`config.mk`:
```
export PLATFORM = sky130hd
export DESIGN_NAME = rf_tristate_remote_encoder_unit_flat
export DESIGN_NICKNAME = d
export VERILOG_FILES = /design/src/rtl/rte_pkg.sv /design/src/rtl/rte_intf.sv /design/src/rtl/rte_in_stage.sv /design/src/rtl/rte_core.sv /design/src/rtl/rf_tristate_remote_encoder_unit.sv /design/src/flat_wrapper.sv
export SDC_FILE = /design/constraint.sdc
export NUM_CORES = 1
export LEC_CHECK = 0
export ABC_AREA = 1
export BUFFER_PORTS_ARGS = -buffer_cell sky130_fd_sc_hd__buf_2
export CELL_PAD_IN_SITES_DETAIL_PLACEMENT = 0
export CELL_PAD_IN_SITES_GLOBAL_PLACEMENT = 2
export CORE_MARGIN = 5
export CORE_UTILIZATION = 36
export CTS_CLUSTER_SIZE = 30
export DETAILED_ROUTE_END_ITERATION = 6
export GPL_TIMING_DRIVEN = 1
export PLACE_DENSITY_LB_ADDON = 0.1
export SKIP_CTS_REPAIR_TIMING = 1
export SLEW_MARGIN = 5
export SYNTH_ARGS = -nofsm -noshare
export SYNTH_HDL_FRONTEND = slang
export SYNTH_SLANG_ARGS = --single-unit
```
`constraint.sdc`:
```
create_clock -name clock -period 5.83 [get_ports clock]
set_input_delay 0.2915 -clock clock [delete_from_list [all_inputs] [get_ports clock]]
set_output_delay 0.2915 -clock clock [all_outputs]
set_load 0.02 [all_outputs]
```
`src/rtl/rte_pkg.sv`:
```
// Types, constants and symbol timing functions of the tristate remote encoder.
// No dependencies.
`timescale 1ns / 1ps

package rte_pkg;

   localparam int FRAME_REPEATS = 4;

   localparam logic [9:0] UNIT_RESET     = 10'd103;
   localparam logic [6:0] SHORT_UNITS    = 7'd4;
   localparam logic [6:0] LONG_UNITS     = 7'd12;
   localparam logic [6:0] SYNC_LOW_UNITS = 7'(128 - 4 - 3);
   localparam logic [3:0] SYNC_TRIT      = 4'd12;
   localparam logic [3:0] ON_OFF_TRIT    = 4'd11;
   localparam logic [1:0] LAST_REPEAT    = 2'(FRAME_REPEATS - 1);
   localparam logic [1:0] LAST_SEG_TRIT  = 2'd3;
   localparam logic [1:0] LAST_SEG_SYNC  = 2'd1;

   typedef enum logic {
      REQ_TICK  = 1'b0,
      REQ_START = 1'b1
   } req_kind_type;

   typedef struct packed {
      logic       req_type;
      logic [7:0] group;
      logic [7:0] module_req;
      logic       switch_on;
   } req_data_type;

   // Registered input item as seen by the core.
   typedef struct packed {
      logic         valid;
      req_data_type data;
   } req_stage_type;

   // Trit t is an L trit for the held command.
   function automatic logic trit_is_low(input logic [3:0] t, input logic [7:0] grp,
                                        input logic [7:0] mdl, input logic on_bit);
      logic res;
      res = 1'b0;
      if (t < 4'd4)
         res = (grp == ({4'd0, t} + 8'd1));
      else if (t < 4'd8)
         res = (mdl == ({4'd0, t} - 8'd3));
      else if (t == ON_OFF_TRIT)
         res = !on_bit;
      return res;
   endfunction

   // Length in units of segment s of trit t (sync when t is 12 or more).
   function automatic logic [6:0] seg_units(input logic [3:0] t, input logic [1:0] s,
                                            input logic [7:0] grp, input logic [7:0] mdl,
                                            input logic on_bit);
      logic [6:0] res;
      if (t >= SYNC_TRIT)
         res = (s == 2'd0) ? SHORT_UNITS : SYNC_LOW_UNITS;
      else if (s == 2'd0)
         res = SHORT_UNITS;
      else if (s == 2'd1)
         res = LONG_UNITS;
      else if (trit_is_low(t, grp, mdl, on_bit))
         res = (s == 2'd2) ? SHORT_UNITS : LONG_UNITS;
      else
         res = (s == 2'd2) ? LONG_UNITS : SHORT_UNITS;
      return res;
   endfunction

endpackage

```
`src/rtl/rte_intf.sv`:
```
// Valid/ready channel interfaces: command/tick input, result output, unit register write.
// Depends on nothing.
`timescale 1ns / 1ps

interface rte_req_if;
   logic       valid;
   logic       ready;
   logic       req_type;
   logic [7:0] group;
   logic [7:0] module_req;
   logic       switch_on;

   modport source (output valid, req_type, group, module_req, switch_on, input ready);
   modport sink   (input valid, req_type, group, module_req, switch_on, output ready);
endinterface

interface rte_rsp_if;
   logic valid;
   logic ready;
   logic rf_level;
   logic busy_res;
   logic accepted;
   logic tx_done;

   modport source (output valid, rf_level, busy_res, accepted, tx_done, input ready);
   modport sink   (input valid, rf_level, busy_res, accepted, tx_done, output ready);
endinterface

interface rte_csr_if;
   logic       valid;
   logic       ready;
   logic [9:0] unit_us;

   modport source (output valid, unit_us, input ready);
   modport sink   (input valid, unit_us, output ready);
endinterface

```
`src/rtl/rte_in_stage.sv`:
```
// Input register of the encoder: holds one accepted request until the core takes it.
// Depends on rte_pkg and rte_req_if.
`timescale 1ns / 1ps

module rte_in_stage (
   input  logic                   clock,
   input  logic                   reset,
   rte_req_if.sink                req_if,
   input  logic                   take,
   output rte_pkg::req_stage_type stage
);

   logic                  valid_ff, valid_in;
   rte_pkg::req_data_type data_ff, data_in;
   logic                  load;

   assign req_if.ready = !valid_ff || take;
   assign load         = req_if.valid && req_if.ready;

   always_comb begin
      valid_in = valid_ff;
      data_in  = data_ff;
      if (load) begin
         valid_in            = 1'b1;
         data_in.req_type    = req_if.req_type;
         data_in.group       = req_if.group;
         data_in.module_req  = req_if.module_req;
         data_in.switch_on   = req_if.switch_on;
      end else if (take) begin
         valid_in = 1'b0;
      end
   end

   always_ff @(posedge clock) begin
      if (reset) begin
         valid_ff <= 1'b0;
      end else begin
         valid_ff <= valid_in;
      end
   end

   always_ff @(posedge clock) begin
      data_ff <= data_in;
   end

   assign stage.valid = valid_ff;
   assign stage.data  = data_ff;

endmodule

```
`src/rtl/rte_core.sv`:
```
// Encoder core: unit register, frame/trit/segment/unit/tick counters and result register.
// Depends on rte_pkg, rte_rsp_if and rte_csr_if.
`timescale 1ns / 1ps

module rte_core (
   input  logic                   clock,
   input  logic                   reset,
   input  rte_pkg::req_stage_type stage,
   output logic                   take,
   rte_csr_if.sink                csr_if,
   rte_rsp_if.source              rsp_if
);

   logic [9:0] unit_us_ff, unit_us_in;
   logic       active_ff, active_in;
   logic [7:0] group_ff, group_in;
   logic [7:0] module_ff, module_in;
   logic       on_ff, on_in;
   logic [1:0] repeat_ff, repeat_in;
   logic [3:0] trit_ff, trit_in;
   logic [1:0] seg_ff, seg_in;
   logic [6:0] units_ff, units_in;
   logic [9:0] tick_ff, tick_in;

   logic       rsp_valid_ff, rsp_valid_in;
   logic       level_ff, level_in;
   logic       busy_ff, busy_in;
   logic       acc_ff, acc_in;
   logic       done_ff, done_in;

   logic [6:0] units_dec;
   logic [1:0] last_seg;
   logic       step;

   assign csr_if.ready = 1'b1;
   assign unit_us_in   = (csr_if.valid) ? csr_if.unit_us : unit_us_ff;

   assign take = !rsp_valid_ff || rsp_if.ready;
   assign step = stage.valid && take;

   assign units_dec = units_ff - 7'd1;
   assign last_seg  = (trit_ff >= rte_pkg::SYNC_TRIT) ? rte_pkg::LAST_SEG_SYNC
                                                       : rte_pkg::LAST_SEG_TRIT;

   always_comb begin
      active_in = active_ff;
      group_in  = group_ff;
      module_in = module_ff;
      on_in     = on_ff;
      repeat_in = repeat_ff;
      trit_in   = trit_ff;
      seg_in    = seg_ff;
      units_in  = units_ff;
      tick_in   = tick_ff;
      level_in  = 1'b0;
      busy_in   = 1'b0;
      acc_in    = 1'b0;
      done_in   = 1'b0;

      if (stage.data.req_type == rte_pkg::REQ_START) begin
         // commands never advance time; ignored while a transmission runs
         if (!active_ff) begin
            group_in  = stage.data.group;
            module_in = stage.data.module_req;
            on_in     = stage.data.switch_on;
            active_in = 1'b1;
            repeat_in = 2'd0;
            trit_in   = 4'd0;
            seg_in    = 2'd0;
            tick_in   = 10'd0;
            units_in  = rte_pkg::SHORT_UNITS;
            acc_in    = 1'b1;
         end
         busy_in  = 1'b1;
         level_in = !seg_in[0];
      end else if (active_ff) begin
         busy_in  = 1'b1;
         level_in = !seg_ff[0];
         if (tick_ff == unit_us_ff - 10'd1) begin
            tick_in  = 10'd0;
            units_in = units_dec;
            if (units_dec == 7'd0) begin
               if (seg_ff < last_seg) begin
                  seg_in = seg_ff + 2'd1;
               end else begin
                  seg_in = 2'd0;
                  if (trit_ff < rte_pkg::SYNC_TRIT) begin
                     trit_in = trit_ff + 4'd1;
                  end else begin
                     trit_in = 4'd0;
                     if (repeat_ff == rte_pkg::LAST_REPEAT) begin
                        active_in = 1'b0;
                        repeat_in = 2'd0;
                        done_in   = 1'b1;
                     end else begin
                        repeat_in = repeat_ff + 2'd1;
                     end
                  end
               end
               units_in = active_in ? rte_pkg::seg_units(trit_in, seg_in, group_ff,
                                                         module_ff, on_ff)
                                    : 7'd0;
            end
         end else begin
            tick_in = tick_ff + 10'd1;
         end
      end
   end

   always_comb begin
      rsp_valid_in = rsp_valid_ff;
      if (step)
         rsp_valid_in = 1'b1;
      else if (rsp_if.ready)
         rsp_valid_in = 1'b0;
   end

   always_ff @(posedge clock) begin
      if (reset) begin
         unit_us_ff   <= rte_pkg::UNIT_RESET;
         active_ff    <= 1'b0;
         group_ff     <= 8'd0;
         module_ff    <= 8'd0;
         on_ff        <= 1'b0;
         repeat_ff    <= 2'd0;
         trit_ff      <= 4'd0;
         seg_ff       <= 2'd0;
         units_ff     <= 7'd0;
         tick_ff      <= 10'd0;
         rsp_valid_ff <= 1'b0;
      end else begin
         unit_us_ff   <= unit_us_in;
         rsp_valid_ff <= rsp_valid_in;
         if (step) begin
            active_ff <= active_in;
            group_ff  <= group_in;
            module_ff <= module_in;
            on_ff     <= on_in;
            repeat_ff <= repeat_in;
            trit_ff   <= trit_in;
            seg_ff    <= seg_in;
            units_ff  <= units_in;
            tick_ff   <= tick_in;
         end
      end
   end

   always_ff @(posedge clock) begin
      if (step) begin
         level_ff <= level_in;
         busy_ff  <= busy_in;
         acc_ff   <= acc_in;
         done_ff  <= done_in;
      end
   end

   assign rsp_if.valid    = rsp_valid_ff;
   assign rsp_if.rf_level = level_ff;
   assign rsp_if.busy_res = busy_ff;
   assign rsp_if.accepted = acc_ff;
   assign rsp_if.tx_done  = done_ff;

endmodule

```
`src/rtl/rf_tristate_remote_encoder_unit.sv`:
```
// Data path: a transfer on req_if lands in the input register; its result is then loaded
// into the result register, which drives rsp_if; while rsp_if is stalled the result waits
// there and the input register holds its request.
// Throughput: one request per cycle while rsp_if is not stalled; the counter update is a single pass per item.
// Reset: synchronous, active high; idle, counters clear, unit_us returns to 103.
// Top level of the tristate remote encoder; depends on rte_pkg, the channel
// interfaces, rte_in_stage and rte_core.
`timescale 1ns / 1ps

module rf_tristate_remote_encoder_unit (
   input  logic      clock,
   input  logic      reset,
   rte_req_if.sink   req_if,
   rte_rsp_if.source rsp_if,
   rte_csr_if.sink   csr_if
);

   rte_pkg::req_stage_type stage;
   logic                   take;

   rte_in_stage u_in_stage (
      .clock  (clock),
      .reset  (reset),
      .req_if (req_if),
      .take   (take),
      .stage  (stage)
   );

   rte_core u_core (
      .clock  (clock),
      .reset  (reset),
      .stage  (stage),
      .take   (take),
      .csr_if (csr_if),
      .rsp_if (rsp_if)
   );

endmodule

```
`src/flat_wrapper.sv`:
```
// flat-port wrapper written by rule: the top's interface ports become plain ports
module rf_tristate_remote_encoder_unit_flat 
  (clock, reset, req_if_valid, req_if_req_type, req_if_group, req_if_module_req, req_if_switch_on, req_if_ready, rsp_if_valid, rsp_if_rf_level, rsp_if_busy_res, rsp_if_accepted, rsp_if_tx_done, rsp_if_ready, csr_if_valid, csr_if_unit_us, csr_if_ready);
  rte_req_if req_if_i ();
  rte_rsp_if rsp_if_i ();
  rte_csr_if csr_if_i ();
  input  logic clock;
  input  logic reset;
  input wire logic [$bits(req_if_i.valid)-1:0] req_if_valid;
  input wire logic [$bits(req_if_i.req_type)-1:0] req_if_req_type;
  input wire logic [$bits(req_if_i.group)-1:0] req_if_group;
  input wire logic [$bits(req_if_i.module_req)-1:0] req_if_module_req;
  input wire logic [$bits(req_if_i.switch_on)-1:0] req_if_switch_on;
  output wire logic [$bits(req_if_i.ready)-1:0] req_if_ready;
  output wire logic [$bits(rsp_if_i.valid)-1:0] rsp_if_valid;
  output wire logic [$bits(rsp_if_i.rf_level)-1:0] rsp_if_rf_level;
  output wire logic [$bits(rsp_if_i.busy_res)-1:0] rsp_if_busy_res;
  output wire logic [$bits(rsp_if_i.accepted)-1:0] rsp_if_accepted;
  output wire logic [$bits(rsp_if_i.tx_done)-1:0] rsp_if_tx_done;
  input wire logic [$bits(rsp_if_i.ready)-1:0] rsp_if_ready;
  input wire logic [$bits(csr_if_i.valid)-1:0] csr_if_valid;
  input wire logic [$bits(csr_if_i.unit_us)-1:0] csr_if_unit_us;
  output wire logic [$bits(csr_if_i.ready)-1:0] csr_if_ready;
  assign req_if_i.valid = req_if_valid;
  assign req_if_i.req_type = req_if_req_type;
  assign req_if_i.group = req_if_group;
  assign req_if_i.module_req = req_if_module_req;
  assign req_if_i.switch_on = req_if_switch_on;
  assign req_if_ready = req_if_i.ready;
  assign rsp_if_valid = rsp_if_i.valid;
  assign rsp_if_rf_level = rsp_if_i.rf_level;
  assign rsp_if_busy_res = rsp_if_i.busy_res;
  assign rsp_if_accepted = rsp_if_i.accepted;
  assign rsp_if_tx_done = rsp_if_i.tx_done;
  assign rsp_if_i.ready = rsp_if_ready;
  assign csr_if_i.valid = csr_if_valid;
  assign csr_if_i.unit_us = csr_if_unit_us;
  assign csr_if_ready = csr_if_i.ready;
  rf_tristate_remote_encoder_unit u_core (.clock(clock), .reset(reset), .req_if(req_if_i), .rsp_if(rsp_if_i), .csr_if(csr_if_i));
endmodule
```
# == After elaboration in Yosys (flattened, before gate mapping) ==
# Cells that the tools add are included.
# word_totals
n_memories,0
reg_bits,77
mem_bits_ro,0
latch_bits,0
inputBits,33
ramBits,0
# classes
shift,0
bitwise_logic,3
n_div,0
n_lt_le_gt_ge,6
add_sub_neg,8
eq_ne,10
n_mul,0
n_mux,78
reduce_logical,23
# ops
operator,count
$mux W4,16
$mux W7,8
$mux W10,4
$mux W2,20
$mux W1,30
$add A10 B1 Y10 const B,1
$eq A10 B10 Y1,1
$reduce_bool A2 Y1,5
$sub A10 B1 Y10 const B,1
$eq A8 B5 Y1,1
$eq A8 B8 Y1,1
$ge A4 B4 Y1 const B,2
$lt A4 B4 Y1 const B,2
$reduce_and A4 Y1,2
$logic_not A7 Y1,1
$reduce_and A7 Y1,1
$sub A7 B1 Y7 const B,1
$reduce_and A3 Y1,2
$reduce_or A6 Y1,1
$add A4 B1 Y5 const B,1
$logic_not A1 Y1,5
$reduce_and A5 Y1,1
$sub A4 B2 Y5 const B,1
$add A2 B1 Y2 const B,2
other kinds (12),18

# == Longest topological paths before layout ==
# logic_depth
depth_word,28
ltp_mapped,23
ltp_nobuf,23

# == Hierarchy ==
# Synthesis repeated with hierarchy kept, for this count alone.
# hier_totals
cells_unflattened,494
area_unflattened_um2,3862.5
# by_module_without_submodules
mod,n_inst,cells_per_inst,area_each_um2
rte_core,1,469,3266.9
rte_in_stage,1,25,595.6

# == Least setup slack after synthesis ==
# OpenSTA, ideal clock, no wires.
# synth_timing
kind,reg-to-reg
start,reg u_core.u_core.trit_ff[2]
end,reg u_core.u_core.units_ff[3]
t_required_ps,5716
n_path_buf,0
path_stages_with_launch,24
setup_time_ps,114
arrival_ps,2293
slack_ps,3424
synth_period_minus_slack_ps,2406
path_cell_list,dfxtp_1 nand2_1 inv_1 ha_1 nand2_1 nand2_2 nand2_1 nand2_1 inv_1 ha_1 inv_1 nor2_1 nor2_1 nand2_1 nor2_1 nand3_1 nand2_1 nand3_1 nand2_1 nand2_1 nand2_1 nand3_1 nand2_1 a21oi_2
# synth_via
elab_chain_len,28
word_cells_on_any_way,55
cone_classes,add/sub (3); order compare (6); eq/ne (5); mux (40); reduce/logical (1)
# synth_lines
element,line,source
from (decl),rte_core.sv:20,"logic [3:0] trit_ff, trit_in;"
from (signal assigned),rte_core.sv:140,trit_ff <= trit_in;
$ge A4 B4 Y1,rte_core.sv:42,assign last_seg = (trit_ff >= rte_pkg::SYNC_TRIT) ? rte_pkg::LAST_SEG_SYNC
$mux W2,rte_core.sv:42,
$lt A2 B2 Y1,rte_core.sv:83,if (seg_ff < last_seg) begin
$mux W4,rte_core.sv:83,
$mux W4,rte_core.sv:82,if (units_dec == 7'd0) begin
$mux W4,rte_core.sv:79,if (tick_ff == unit_us_ff - 10'd1) begin
$mux W4,rte_core.sv:76,end else if (active_ff) begin
$mux W4,rte_core.sv:60,if (stage.data.req_type == rte_pkg::REQ_START) begin
(+12 left out),-,
$mux W4,rte_pkg.sv:60,else if (s == 2'd1)
$mux W4,rte_pkg.sv:58,else if (s == 2'd0)
$mux W7,rte_pkg.sv:56,if (t >= SYNC_TRIT)
$mux W7 (*),rte_core.sv:100,"units_in = active_in ? rte_pkg::seg_units(trit_in, seg_in, group_ff,"
$mux W7 (*),rte_core.sv:82,
$mux W7 (*),rte_core.sv:79,
$mux W7 (*),rte_core.sv:76,
$mux W7 (*),rte_core.sv:60,
to (signal assigned),rte_core.sv:142,units_ff <= units_in;
to (decl),rte_core.sv:22,"logic [6:0] units_ff, units_in;"
# Mark *: on every way between the ends. The rest lies on a longest branch, timed or not. The select of a mux whose other input is x is not followed.
# A chain may end at the register's enable or synchronous reset.

# == Worst setup path after layout ==
# Ends and elaborated chain as after synthesis.

==> metrics.txt <==
# TYPE chip_impl_metric gauge
chip_impl_info{name="status",value="finished, final reports clean"} 1
chip_impl_metric{name="grt_pass1_vias",unit=""} 3265
chip_impl_info{name="cts_root_buf",value="sky130_fd_sc_hd__clkbuf_8"} 1
chip_impl_metric{name="antenna_found_initial",unit=""} 0
chip_impl_info{name="timing.hold.worst.class",value="input pin to register"} 1
chip_impl_metric{name="setup_viol",unit=""} 0
chip_impl_metric{name="synth_area",unit="mm2"} 0.00400
chip_impl_metric{name="max-vdd-ir-drop",unit="uV"} 152
chip_impl_metric{name="synth.yosys.warnings",unit=""} 0
chip_impl_metric{name="drt_drc_violations_left",unit=""} 0
chip_impl_metric{name="timing_hold_violations_final",unit=""} 0
chip_impl_metric{name="cellLeakagePower",unit="nW"} 1.89
chip_impl_metric{name="clk_transition_reported_paths",unit="ns"} 0.08
chip_impl_metric{name="finalClockSkew",unit="ns"} 0.00739
chip_impl_metric{name="timing.critical_path.fanout_max",unit=""} 9
chip_impl_metric{name="pwr_density_cell",unit="mW/mm2"} 256
chip_impl_metric{name="num-nets-final",unit=""} 623
chip_impl_info{name="crit_family",value="simple AND/OR/NAND/NOR gates"} 1
chip_impl_metric{name="finalCriticalPeriod",unit="ns"} 2.92
chip_impl_metric{name="ctsHtreeMaxLevel",unit=""} 3
chip_impl_metric{name="port-buffer-count",unit=""} 38
chip_impl_metric{name="layout-drive-gt1-share",unit=""} 0.132
chip_impl_metric{name="drt-total-wl",unit="mm"} 9.31
chip_impl_metric{name="number_of_flip_flops_and_latches_in_the_synthesized_netlist",unit=""} 77
chip_impl_metric{name="post-route-worst-setup-slack",unit="ns"} 2.91
chip_impl_metric{name="synth.distinct_cells",unit=""} 38
chip_impl_metric{name="worst-slew-pin-transition",unit="ns"} 1.08
chip_impl_info{name="post-synth-top-area-cell",value="sky130_fd_sc_hd__dfxtp_1"} 1
chip_impl_metric{name="grt-ovfl-total",unit=""} 0
chip_impl_metric{name="cts.sink_count",unit=""} 77
chip_impl_metric{name="globalplace.congestion",unit=""} 0.776
chip_impl_metric{name="largest_net_degree_at_the_start_of_global_routing",unit=""} 35
chip_impl_metric{name="global_route.usage.total",unit=""} 0.150
chip_impl_metric{name="io_pins",unit=""} 40
chip_impl_metric{name="row_count",unit=""} 38
chip_impl_metric{name="place.detailed.hpwl",unit="mm"} 6.93
chip_impl_metric{name="antenna_left",unit=""} 0
chip_impl_metric{name="dieHeight",unit="um"} 115
chip_impl_metric{name="die_width",unit="um"} 115
chip_impl_info{name="critPathLaunchType",value="register"} 1
chip_impl_metric{name="core_area",unit="mm2"} 0.0108
chip_impl_info{name="cp-end-kind",value="register"} 1
chip_impl_metric{name="cts_buffer_depth",unit=""} 2
chip_impl_info{name="tritoncts",value="built"} 1
chip_impl_metric{name="worst_skew_pair.late_latency",unit="ns"} 0.35
chip_impl_metric{name="fin_worst_hold_slack",unit="ns"} 0.107
chip_impl_metric{name="min_period_over_period",unit=""} 0.500
chip_impl_metric{name="drt_pass1_iterations",unit=""} 4
chip_impl_metric{name="synth_top_cell_area_share",unit=""} 0.276
chip_impl_metric{name="slew_headroom",unit=""} 0.275
chip_impl_metric{name="maxClockFrequency",unit="MHz"} 343
chip_impl_metric{name="synthesis.area_per_instance",unit="um2"} 7.34
chip_impl_metric{name="tritoncts.num_buffers",unit=""} 9
chip_impl_metric{name="final_max_slew_viol_count",unit=""} 0
chip_impl_metric{name="required_time_at_the_endpoint_of_the_critical_path",unit="ns"} 6.08
chip_impl_info{name="path_class",value="register to register"} 1
chip_impl_metric{name="timing.critical_path.arrival",unit="ns"} 3.16
chip_impl_metric{name="initial_standard_cell_utilization_of_the_core",unit=""} 0.369
chip_impl_info{name="critical-path-top-cell-by-count",value="sky130_fd_sc_hd__nand2_1"} 1
chip_impl_metric{name="routedWlPerCell",unit="um"} 12.8
chip_impl_metric{name="die_area",unit="mm2"} 0.0133
chip_impl_metric{name="route.vias.total",unit=""} 3366
chip_impl_metric{name="detailedRoute.firstIterationViolations",unit=""} 172
chip_impl_metric{name="synthesis.instances",unit=""} 544
chip_impl_metric{name="dp_worst_setup_slack",unit="ns"} 2.88
chip_impl_metric{name="fin_setup_tns",unit="ns"} 0
chip_impl_info{name="standard_cell_with_the_maximum_stage_delay_on_the_critical_path",value="sky130_fd_sc_hd__dfxtp_1"} 1
chip_impl_info{name="largest_cells_by_area_after_synthesis",value="sky130_fd_sc_hd__dfxtp_1, sky130_fd_sc_hd__edfxtp_1, sky130_fd_sc_hd__nand2_1, sky130_fd_sc_hd__a21oi_1, sky130_fd_sc_hd__inv_1"} 1
chip_impl_metric{name="cap_violations",unit=""} 0
chip_impl_metric{name="syn_to_layout_area_delta",unit="%"} 13.2
chip_impl_info{name="unrepaired_setup_endpoints_after_global_routing",value="no"} 1
chip_impl_metric{name="num_antenna_cells",unit=""} 0
chip_impl_metric{name="synth-seq-area-share",unit=""} 0.441
chip_impl_metric{name="global_route_wire_length_before_repair",unit="mm"} 15.7
chip_impl_metric{name="timing.critical_path.buf_inv",unit=""} 3
chip_impl_metric{name="register_to_register_path_setup_slack",unit="ns"} 2.91
chip_impl_metric{name="crit_path_max_incr_delay",unit="ns"} 0.36
chip_impl_info{name="critical_path.cell_chain",value="nand2_1, inv_1, ha_1, nand2_1, nand2_2, nand2_1, nand2_1, inv_1, ha_1, inv_1, nor2_1, nor2_1, nand2_1, nor2_1, nand3_1, nand2_1, nand3_1, nand2_1, nand2_1, nand2_1, nand3_1, nand2_1, a21oi_2"} 1
chip_impl_metric{name="detail_route.vias_per_cell",unit=""} 4.64
chip_impl_metric{name="postSynthNetCount",unit=""} 587
==> where the power goes <==
group | total, W | internal [W] | leakage [nW] | switching, W
Clock | 0.000447 | 0.000244 | 0.104 | 0.000203
Sequential | 0.000591 | 0.000575 | 0.662 | 0.0000160
Combinational | 0.000119 | 0.0000425 | 1.12 | 0.0000760
==> Yosys cell counts, drive strengths merged <==
library cell  count
a211oi            1
a21oi            50
a31oi             3
and2              1
and3              1
buf               3
clkbuf           10
clkinv            3
conb              1
dfxtp            55
edfxtp           22
ha               10
inv              67
nand2           132
nand3            43
nand3b            3
nand4             8
nor2             67
nor3              6
nor3b             1
o211ai            1
o21ai            41
o21bai            1
o31ai             1
or2               2
xnor2             4
xor2              7
==> cells by family (layout without fill, tap and decap cells) <==
kind of cell / count (synthesis) / after routing / share of synthesized area
compound gates: 98 / 98 / 0.128
other cells: 1 / 1 / 0.000939
simple gates: 264 / 264 / 0.294
flops: 77 / 77 / 0.441
buf+inv: 83 / 124 / 0.0805
xor+xnor: 11 / 11 / 0.0241
fa+ha+maj: 10 / 10 / 0.0313
==> state kept, by name, summed over array words and instances, names as in the netlist <==
register / flops
u_core.u_core.rsp_if.tx_done: 1
u_core.u_core.trit_ff: 4
u_core.u_core.group_ff: 8
u_core.u_core.rsp_if.valid: 1
u_core.u_core.rsp_if.rf_level: 1
u_core.u_core.seg_ff: 2
u_core.u_core.repeat_ff: 2
u_core.u_core.units_ff: 7
u_core.u_in_stage.valid_ff: 1
u_core.u_in_stage.stage: 18
u_core.u_core.rsp_if.accepted: 1
u_core.u_core.on_ff: 1
u_core.u_core.module_ff: 8
u_core.u_core.active_ff: 1
u_core.u_core.tick_ff: 10
u_core.u_core.rsp_if.busy_res: 1
u_core.u_core.unit_us_ff: 10
==> path summary, 6_finish.rpt <==
path | startpoint | endpoint | depth (start not counted)
hold reg to reg | u_core.u_core.group_ff[4] | u_core.u_core.group_ff[4] | 2
setup reg to reg | u_core.u_core.trit_ff[2] | u_core.u_core.units_ff[3] | 23
setup / recovery | u_core.u_core.trit_ff[2] | u_core.u_core.units_ff[3] | 23
hold / removal | req_if_module_req[2] | u_core.u_in_stage.stage[3] | 1
==> final cells by class <==
class	instances	area (um2)
repair buffers	38	190
well taps	140	175
fillers	1140	6320
multi-input cells	384	1910
clock inverters	5	85.1
flip-flops and latches	77	1760
clock buffers	11	131
inverters	70	268
==> per-layer routing <==
metal,global-route usage,wire length (um),vias to the layer above,share of wire
met5,0,0,-,0
met4,0.0477,127,0,0.014
met3,0.0389,464,10,0.050
met2,0.246,4230,59,0.45
met1,0.193,4490,1453,0.48
li1,-,-,1844,-
==> cells in the final DEF (no fill, tap or decap), types with 4 or more instances in the layout <==
cell type and n:
sky130_fd_sc_hd__a21oi_1 48, sky130_fd_sc_hd__buf_2 38, sky130_fd_sc_hd__clkbuf_8 9, sky130_fd_sc_hd__dfxtp_1 55
sky130_fd_sc_hd__edfxtp_1 22, sky130_fd_sc_hd__ha_1 10, sky130_fd_sc_hd__inv_1 62, sky130_fd_sc_hd__inv_2 5
sky130_fd_sc_hd__nand2_1 127, sky130_fd_sc_hd__nand2_2 5, sky130_fd_sc_hd__nand3_1 43, sky130_fd_sc_hd__nand4_1 7
sky130_fd_sc_hd__nor2_1 59, sky130_fd_sc_hd__nor2_4 5, sky130_fd_sc_hd__nor3_1 5, sky130_fd_sc_hd__o21ai_0 37
sky130_fd_sc_hd__o21ai_1 4, sky130_fd_sc_hd__xnor2_1 4, sky130_fd_sc_hd__xor2_1 7
==> per-stage QoR <==
stage	cell area, um2	power, W	instances	utilization
detailed placement	4310	0.000723	709	0.397
global placement	4310	0.000723	709	0.397
floorplan	4000	0.000687	544	-
CTS	4520	0.00118	725	0.417
global route	4520	0.00122	725	0.417
finish	4520	0.00116	725	0.417
(Power assumes the default switching activity.)
